`src/rtl/swaf_pkg.sv`:
```
package swaf_pkg;

  localparam int MAX_PATTERN = 1024;
  localparam int ALPHABET    = 26;
  localparam int INDEX_WIDTH = 16;

  localparam int LETTER_W = 5;
  localparam int PTR_W    = $clog2(MAX_PATTERN);
  localparam int LEN_W    = $clog2(MAX_PATTERN + 1);
  localparam int CNT_W    = 12;
  localparam int TALLY_W  = 5;

  localparam logic [LETTER_W-1:0] ALPHA_LIMIT = LETTER_W'(ALPHABET);
  localparam logic [LEN_W-1:0]    LEN_MAX     = LEN_W'(MAX_PATTERN);
  localparam logic [PTR_W-1:0]    PTR_LAST    = PTR_W'(MAX_PATTERN - 1);
  localparam logic [INDEX_WIDTH-1:0] INDEX_MAX = '1;

  typedef enum logic [1:0] {
    OP_CLEAR   = 2'd0,
    OP_PATTERN = 2'd1,
    OP_TEXT    = 2'd2
  } op_t;

  // one update of the count bank
  typedef struct packed {
    logic                clear;
    logic                pat_en;    // pattern letter, already range checked
    logic                text_en;   // text letter, any code
    logic [LETTER_W-1:0] ch;
    logic                leave_en;  // letter leaving the window, in range
    logic [LETTER_W-1:0] leaving;
  } tally_cmd_t;

endpackage

```
`src/rtl/swaf_tally.sv`:
```
module swaf_tally
  import swaf_pkg::*;
(
  input  logic       clk,
  input  logic       rst,
  input  logic       en,
  input  tally_cmd_t cmd,
  output logic       match
);

  logic signed [CNT_W-1:0] counts      [ALPHABET];
  logic signed [CNT_W-1:0] counts_next [ALPHABET];
  logic [TALLY_W-1:0]      distinct_total;
  logic [TALLY_W-1:0]      distinct_total_next;
  logic [TALLY_W-1:0]      satisfied_count;
  logic [TALLY_W-1:0]      satisfied_count_next;

  logic                    ch_ok;
  logic                    dec_en;
  logic signed [CNT_W-1:0] c_ch;
  logic signed [CNT_W-1:0] c_dec;
  logic signed [CNT_W-1:0] c_leave;
  logic [TALLY_W-1:0]      sat_mid;

  always_comb begin
    ch_ok   = cmd.ch < ALPHA_LIMIT;
    dec_en  = cmd.text_en && ch_ok;
    c_ch    = ch_ok ? counts[cmd.ch] : '0;
    c_dec   = c_ch - CNT_W'(1);
    // the leaving letter sees the decrement when it is the same letter
    c_leave = (dec_en && (cmd.leaving == cmd.ch)) ? c_dec
            : ((cmd.leaving < ALPHA_LIMIT) ? counts[cmd.leaving] : '0);

    sat_mid = satisfied_count + TALLY_W'(dec_en && (c_dec == '0));
    satisfied_count_next = sat_mid - TALLY_W'(cmd.leave_en && (c_leave == '0));
    distinct_total_next  = distinct_total + TALLY_W'(cmd.pat_en && (c_ch == '0));

    for (int i = 0; i < ALPHABET; i++) begin
      counts_next[i] = counts[i];
      if (cmd.pat_en && (cmd.ch == LETTER_W'(i))) begin
        counts_next[i] = c_ch + CNT_W'(1);
      end
      if (dec_en && (cmd.ch == LETTER_W'(i))) begin
        counts_next[i] = c_dec;
      end
      if (cmd.leave_en && (cmd.leaving == LETTER_W'(i))) begin
        counts_next[i] = c_leave + CNT_W'(1);
      end
    end

    match = satisfied_count_next == distinct_total;
  end

  always_ff @(posedge clk) begin
    if (rst) begin
      for (int i = 0; i < ALPHABET; i++) begin
        counts[i] <= '0;
      end
      distinct_total  <= '0;
      satisfied_count <= '0;
    end else if (en) begin
      if (cmd.clear) begin
        for (int i = 0; i < ALPHABET; i++) begin
          counts[i] <= '0;
        end
        distinct_total  <= '0;
        satisfied_count <= '0;
      end else begin
        for (int i = 0; i < ALPHABET; i++) begin
          counts[i] <= counts_next[i];
        end
        distinct_total  <= distinct_total_next;
        satisfied_count <= satisfied_count_next;
      end
    end
  end

endmodule

```
`config.mk`:
```
export PLATFORM = sky130hd
export DESIGN_NAME = swaf_tally
export DESIGN_NICKNAME = d
export VERILOG_FILES = /design/src/rtl/swaf_pkg.sv /design/src/rtl/swaf_tally.sv
export SDC_FILE = /design/constraint.sdc
export NUM_CORES = 1
export LEC_CHECK = 0
export ABC_CLOCK_PERIOD_IN_PS = 7450
export BUFFER_PORTS_ARGS = -buffer_cell sky130_fd_sc_hd__buf_2
export CAP_MARGIN = 20
export CORE_MARGIN = 5
export CORE_UTILIZATION = 50
export DETAILED_ROUTE_END_ITERATION = 8
export GPL_TIMING_DRIVEN = 1
export PLACE_DENSITY = 0.76
export SLEW_MARGIN = 5
export SYNTH_ARGS = -nofsm -noshare
export SYNTH_HDL_FRONTEND = slang
export SYNTH_SLANG_ARGS = --single-unit
```
`constraint.sdc`:
```
create_clock -name clk -period 7.45 [get_ports clk]
set_input_delay 0.745 -clock clk [delete_from_list [all_inputs] [get_ports clk]]
set_output_delay 0.745 -clock clk [all_outputs]
set_load 0.02 [all_outputs]
```
* Word-level counts from Yosys, hierarchy flattened
Memory sizes are Yosys's and may differ from the RTL's.
Cells that the tools add are included.
** Word-level totals
- Bits in registers :: 10
- Memory bits (writable) :: 312
- Bits of input ports :: 17
- Memories :: 1
** Memory list
- counts :: words 26, bits a word 12, rd ports 2, clocked after memory_dff 0, wr ports 26, RTL line swaf_tally.sv:11 : logic signed [CNT_W-1:0] counts [ALPHABET];
** Cells by class
- $add $sub $neg :: 6
- Order comparisons :: 2
- Equal/unequal tests :: 78
- Muxes and demuxes :: 145
- Bitwise gates (word level) :: 52
- Reductions and logical operators :: 114
** Operators by type and width (count)
- $mux 12 :: 133
- $eq 5x5->1 const B :: 20
- $logic_and 1x1->1 :: 83
- $eq 5x4->1 const B :: 16
- $ne 3x3->1 const B :: 26
- $or 1x1->1 :: 52
- $reduce_and 2->1 :: 26
- $eq 5x3->1 const B :: 8
- $logic_not 12->1 :: 3
- $add 12x2->12 const B :: 2
- $eq 5x2->1 const B :: 4
- $sub 12x2->12 const B :: 1
- $add 5x1->5 :: 2
- $eq 5x1->1 const B :: 2
- $eq 5x5->1 :: 2
- $logic_not 5->1 :: 2
- $lt 5x5->1 const B :: 2
- $mux 1 :: 10
- $mux 5 :: 2
- $sub 5x1->5 :: 1

* Logic depth before layout (Yosys ltp)
- Depth after elaboration :: 8
- Gate-level depth with buffers :: 30

* Least setup slack after synthesis
Ideal clock, no wire load.
- Kind :: input to output
- Start :: input cmd[8] (netlist bit)
- End :: output match
- Data arrival time :: 6.308 ns
- Path slack :: 0.397 ns
- Stages on the path :: 26
- Cells stage by stage :: clkbuf_1 > buf_2 > mux2_2 > o22ai_1 > o21ai_0 > nand3_1 > clkbuf_1 > ha_1 > buf_1 > xor2_1 > mux2i_1 > or4_1 > a2111oi_2 > nand2_1 > nor3_1 > ha_1 > inv_1 > ha_1 > inv_1 > fa_1 > inv_1 > a21o_1 > a21oi_1 > xnor2_1 > xnor2_1 > nor3_1
** On the way
- Cells in the longest elaborated chain, start to end :: 8
- Elaborated cells on any way between the ends :: 15
- Classes of those cells :: add/sub: 3; order compare: 1; eq/ne: 2; mux: 2; reduce/logical: 6; memory: 1
** RTL lines
- start: declaration :: RTL line swaf_tally.sv:7 : input tally_cmd_t cmd,
- $mem_v2 26x12 / $lt 5x5->1 (equally long branches)
- $mux 12 / $logic_and 1x1->1 (equally long branches) :: RTL line swaf_tally.sv:28, swaf_tally.sv:27
- $sub 12x2->12 / $logic_and 1x1->1 (equally long branches) :: RTL line swaf_tally.sv:29, swaf_tally.sv:31
- $logic_not 12->1 / $mux 12 (equally long branches) :: RTL line swaf_tally.sv:34, swaf_tally.sv:31
- $logic_and 1x1->1 / $logic_not 12->1 (equally long branches) :: RTL line swaf_tally.sv:34, swaf_tally.sv:35
- $add 5x1->5 / $logic_and 1x1->1 (equally long branches) :: RTL line swaf_tally.sv:34, swaf_tally.sv:35
- $sub 5x1->5 (*) :: RTL line swaf_tally.sv:35 : satisfied_count_next = sat_mid - TALLY_W'(cmd.leave_en && (c_leave == '0));
- $eq 5x5->1 (*) :: RTL line swaf_tally.sv:51 : match = satisfied_count_next == distinct_total;
- end: declaration :: RTL line swaf_tally.sv:8 : output logic match
Every way passes the cells marked *; elsewhere a longest branch is shown, timed or not.

* Worst setup path in the final report
- Start :: input cmd[6] (netlist bit)
- End :: output match
The elaborated chain is that of the path after synthesis.

==> impl_metrics.prom <==
# TYPE chip_impl_metric gauge
chip_impl_metric{name="final_count_of_hold_timing_violations",unit=""} 0
chip_impl_metric{name="max_clock_freq",unit="GHz"} 0.1412
chip_impl_metric{name="via_per_inst",unit=""} 7.483
chip_impl_metric{name="part_of_the_cycle_the_worst_path_needs",unit="%"} 95.08
chip_impl_metric{name="power.share.switching",unit="%"} 35.12
chip_impl_metric{name="m1WireLength",unit="µm"} 38090
chip_impl_metric{name="leakage_dissipation",unit="nW"} 9.300
chip_impl_metric{name="power.density",unit="mW/mm²"} 211.5
chip_impl_metric{name="route.vias.total",unit=""} 23690
chip_impl_metric{name="cellInternalPower",unit="mW"} 3.660
chip_impl_metric{name="met2_wire_length",unit="µm"} 43250
chip_impl_metric{name="fin_hold_ws",unit="ns"} 0.4820
chip_impl_metric{name="fillerInstances",unit=""} 4265
chip_impl_metric{name="row_count",unit=""} 81
chip_impl_info{name="grt_setup_unrepaired",value="no"} 1
chip_impl_metric{name="design.die.area",unit="mm²"} 0.05334
chip_impl_metric{name="arrival",unit="ns"} 6.34
chip_impl_metric{name="grt_start_max_net_pins",unit=""} 43
chip_impl_info{name="worst_setup_path_end_kind",value="output port"} 1
chip_impl_metric{name="slew_violations",unit=""} 0
chip_impl_metric{name="die_w",unit="µm"} 230.9
chip_impl_metric{name="fp.dieH",unit="µm"} 230.9
chip_impl_metric{name="switching_power",unit="mW"} 1.981
chip_impl_metric{name="sequential_element_share_of_the_synthesized_area",unit="%"} 38.71
chip_impl_metric{name="ys_async_sr_fraction",unit="%"} 0
chip_impl_metric{name="gp_congestion",unit=""} 1.119
chip_impl_metric{name="first_pass_iters",unit=""} 6
chip_impl_metric{name="path_max_fanout",unit=""} 33
chip_impl_metric{name="synth.cell_area",unit="mm²"} 0.02441
chip_impl_metric{name="route.detailed.wl_per_inst",unit="µm"} 34.49
chip_impl_metric{name="power_frac_clock",unit="%"} 35.0
chip_impl_metric{name="grt_remaining_overflow",unit=""} 0
chip_impl_metric{name="clk_transition_reported_paths",unit="ns"} 0.07
chip_impl_metric{name="postSynthCellCount",unit=""} 2578
chip_impl_metric{name="numCtsBuffers",unit=""} 38
chip_impl_metric{name="insertion_delay",unit="ns"} 0.58
chip_impl_metric{name="drive_gt1_share",unit="%"} 17.66
chip_impl_metric{name="ioPinCount",unit=""} 18
chip_impl_metric{name="placement.io_buffers",unit=""} 17
chip_impl_metric{name="dr_wl_met3",unit="µm"} 20450
chip_impl_metric{name="tightest_slew",unit="ns"} 1.306
chip_impl_info{name="hp-class",value="reg2reg"} 1
chip_impl_metric{name="core_region_area",unit="mm²"} 0.04865
chip_impl_info{name="tritoncts_clock_tree",value="done"} 1
chip_impl_metric{name="synth_cell_types",unit=""} 81
chip_impl_metric{name="grt_antenna_before_repair",unit=""} 3
chip_impl_metric{name="fin_tns_setup",unit="ns"} 0
chip_impl_metric{name="syn-num-nets",unit=""} 2609
chip_impl_metric{name="fin_nets",unit=""} 2544
chip_impl_metric{name="synth_edf_count",unit=""} 300
chip_impl_info{name="critical_path.startpoint_type",value="input port"} 1
chip_impl_metric{name="drt_iter0_drc",unit=""} 4475
chip_impl_info{name="critPathKind",value="in2out"} 1
chip_impl_metric{name="wl",unit="µm"} 109200
chip_impl_info{name="outcome",value="complete, no violations"} 1
chip_impl_metric{name="share_seq_of_total_power",unit="%"} 38.1
chip_impl_info{name="synth-main-ff-cell",value="sky130_fd_sc_hd__edfxtp_1"} 1
chip_impl_metric{name="area_growth",unit="%"} 9.293
chip_impl_metric{name="detail_route.drc_violations",unit=""} 0
chip_impl_metric{name="skew",unit="ns"} 0.02138
chip_impl_metric{name="postSynthRegisterBits",unit=""} 322
chip_impl_metric{name="finalSetupViolCount",unit=""} 0
chip_impl_metric{name="crit_path_required_time",unit="ns"} 6.70
chip_impl_metric{name="synth_area_per_cell",unit="µm²"} 9.468
chip_impl_metric{name="max_cap_violations",unit=""} 0
chip_impl_metric{name="combinationalPowerShare",unit="%"} 26.9
chip_impl_info{name="clk_tree_root_cell",value="sky130_fd_sc_hd__clkbuf_16"} 1
chip_impl_metric{name="numClockSinks",unit=""} 322
chip_impl_metric{name="clock_tree.htree_level_count",unit=""} 2
chip_impl_metric{name="drtAntennaViolNets",unit=""} 0
chip_impl_info{name="highest_layer",value="met5"} 1
chip_impl_metric{name="cts.hold.buffers_added",unit=""} 0
chip_impl_metric{name="yosysWarningCount",unit=""} 0
chip_impl_metric{name="worst_case_clock_buffer_depth",unit=""} 3
chip_impl_metric{name="irDropWorstVdd",unit="mV"} 0.1590
chip_impl_metric{name="detailedPlacementHpwl",unit="µm"} 78190
chip_impl_metric{name="timing.final.crit_period",unit="ns"} 7.083
chip_impl_metric{name="worstHoldPathCells",unit=""} 2
chip_impl_metric{name="cts-resized-gates",unit=""} 0
chip_impl_metric{name="first_global_vias",unit=""} 21640
chip_impl_metric{name="postCtsSetupRepairBufs",unit=""} 0
chip_impl_metric{name="worst_reg2reg_path_depth",unit=""} 16
chip_impl_metric{name="start_util",unit="%"} 50.17
chip_impl_metric{name="maxSlewHeadroom",unit="%"} 12.02
chip_impl_metric{name="grt_pass1_wl",unit="µm"} 155200
chip_impl_metric{name="grt_usage",unit="%"} 39.83
flip-flops by register name, indices dropped and copies added, names as in the netlist:
name and count:
distinct_total 5, satisfied_count 5, counts 312
critical path: stages:
cell and delay, ns:
sky130_fd_sc_hd__buf_4 0.51, sky130_fd_sc_hd__buf_4 0.36, sky130_fd_sc_hd__mux4_2 0.53, sky130_fd_sc_hd__mux2_2 0.29
sky130_fd_sc_hd__o21ai_0 0.29, sky130_fd_sc_hd__o21ai_2 0.11, sky130_fd_sc_hd__nor3_1 0.33, sky130_fd_sc_hd__nand4_1 0.24
sky130_fd_sc_hd__xnor2_2 0.20, sky130_fd_sc_hd__a21o_1 0.26, sky130_fd_sc_hd__nor3b_1 0.25, sky130_fd_sc_hd__nand2_1 0.08
sky130_fd_sc_hd__nor3_1 0.21, sky130_fd_sc_hd__ha_1 0.26, sky130_fd_sc_hd__inv_1 0.07, sky130_fd_sc_hd__ha_1 0.16
sky130_fd_sc_hd__inv_1 0.06, sky130_fd_sc_hd__fa_1 0.43, sky130_fd_sc_hd__inv_1 0.08, sky130_fd_sc_hd__a21o_1 0.10
sky130_fd_sc_hd__a21oi_1 0.08, sky130_fd_sc_hd__xnor2_1 0.21, sky130_fd_sc_hd__xnor2_1 0.10, sky130_fd_sc_hd__nor3_1 0.18
sky130_fd_sc_hd__buf_2 0.19
power by group through the flow:
stage | sequential [mW] | clock, mW | combinational [mW]
detailed placement | 2.17 | 0 | 1.41
global route | 2.14 | 2.04 | 1.52
CTS | 2.14 | 1.96 | 1.42
floorplan | 2.12 | 0 | 0.841
finish | 2.15 | 1.98 | 1.52
global placement | 2.17 | 0 | 1.39
synthesized netlist by cell type, drive strengths merged, types with 6 or more instances:
cell | instances | share of area, %
ha | 13 | 0.67
mux2 | 35 | 1.6
o22ai | 8 | 0.21
or2 | 9 | 0.23
a22oi | 20 | 0.62
and3 | 6 | 0.15
a211oi | 276 | 8.9
clkbuf | 180 | 2.8
a21oi | 101 | 2.1
mux2i | 72 | 3.0
inv | 17 | 0.26
nor2b | 17 | 0.44
nor3 | 57 | 1.2
dfxtp | 22 | 1.8
xor2 | 32 | 1.3
nand2b | 13 | 0.33
nor2 | 516 | 8.0
mux4 | 137 | 13
and2 | 13 | 0.33
xnor2 | 40 | 1.6
buf | 74 | 1.7
a31oi | 30 | 0.82
o31ai | 6 | 0.18
o211ai | 55 | 1.7
edfxtp | 300 | 37
nand3 | 43 | 0.90
nand4 | 18 | 0.46
o21ai | 136 | 2.8
nand2 | 269 | 4.1
layout by cell type (no fill, tap or decap), types with 15 or more instances in the layout:
cell,instances
sky130_fd_sc_hd__xor2_1,24
sky130_fd_sc_hd__nor2_1,514
sky130_fd_sc_hd__clkbuf_16,39
sky130_fd_sc_hd__a22oi_1,20
sky130_fd_sc_hd__inv_1,16
sky130_fd_sc_hd__a211oi_1,257
sky130_fd_sc_hd__nand3_1,42
sky130_fd_sc_hd__dfxtp_1,22
sky130_fd_sc_hd__mux4_2,137
sky130_fd_sc_hd__a31oi_1,28
sky130_fd_sc_hd__xnor2_2,15
sky130_fd_sc_hd__edfxtp_1,300
sky130_fd_sc_hd__mux2i_1,72
sky130_fd_sc_hd__nand2_1,269
sky130_fd_sc_hd__nor2b_1,17
sky130_fd_sc_hd__xnor2_1,25
sky130_fd_sc_hd__mux2_2,34
sky130_fd_sc_hd__nor3_1,56
sky130_fd_sc_hd__a21oi_1,100
sky130_fd_sc_hd__buf_4,124
sky130_fd_sc_hd__a211oi_2,19
sky130_fd_sc_hd__o211ai_1,55
sky130_fd_sc_hd__o21ai_0,128
sky130_fd_sc_hd__nand4_1,18
through the flow:
step           total power [mW]  setup slack, ns  instances  util, %  instance area (µm²)
3_5_place_dp              3.584           0.4843       3089    52.10                25350
4_1_cts                   5.516           0.4757       3159    54.72                26620
2_1_floorplan             2.961           0.3969       2578        -                24410
3_3_place_gp              3.562           0.4688       3087    52.07                25330
6_report                  5.641           0.3669       3166    54.84                26680
5_1_grt                   5.710          0.06312       3165    54.83                26670
path summary, 6_finish.rpt:
kind	to	slack (ns)	startpoint
min	satisfied_count[0]	0.48	satisfied_count[0]
max	match	0.37	cmd[6]
max reg2reg	counts[11][10]	1.91	counts[19][1]
min reg2reg	satisfied_count[0]	0.48	satisfied_count[0]
routing by layer:
| metal | GRT usage (%) | vias up |
|---|---|---|
| met4 | 20.10 | 6 |
| li1 | - | 9549 |
| met3 | 15.93 | 447 |
| met1 | 54.28 | 11273 |
| met2 | 54.96 | 2415 |
| met5 | 0.8272 | - |
cell type report:
| cell class | count | area (µm²) | area share (%) |
|---|---|---|---|
| clock inverter | 27 | 282.8 | 1.060 |
| sequential | 322 | 9449 | 35.42 |
| antenna | 1 | 2.502 | 0.009380 |
| clock buffer | 43 | 991.0 | 3.715 |
| inverter | 18 | 67.56 | 0.2533 |
| tap | 622 | 778.2 | 2.917 |
| timing repair buffer | 149 | 1177 | 4.413 |
| multi-input combinational | 1984 | 13930 | 52.21 |
kinds of logic (layout without fill, tap and decap cells):
kind of cell    after synthesis  in the layout  share of synthesized area, %
simple gates                984            984                         16.92
compound gates              670            670                         18.77
flops                       322            322                         38.71
buf+inv                     272            237                         4.772
mux                         244            244                         17.21
xor+xnor                     72             72                         2.876
fa+ha+maj                    14             14                        0.7484
other cells                   0              1                             0
(Power assumes the default switching activity.)
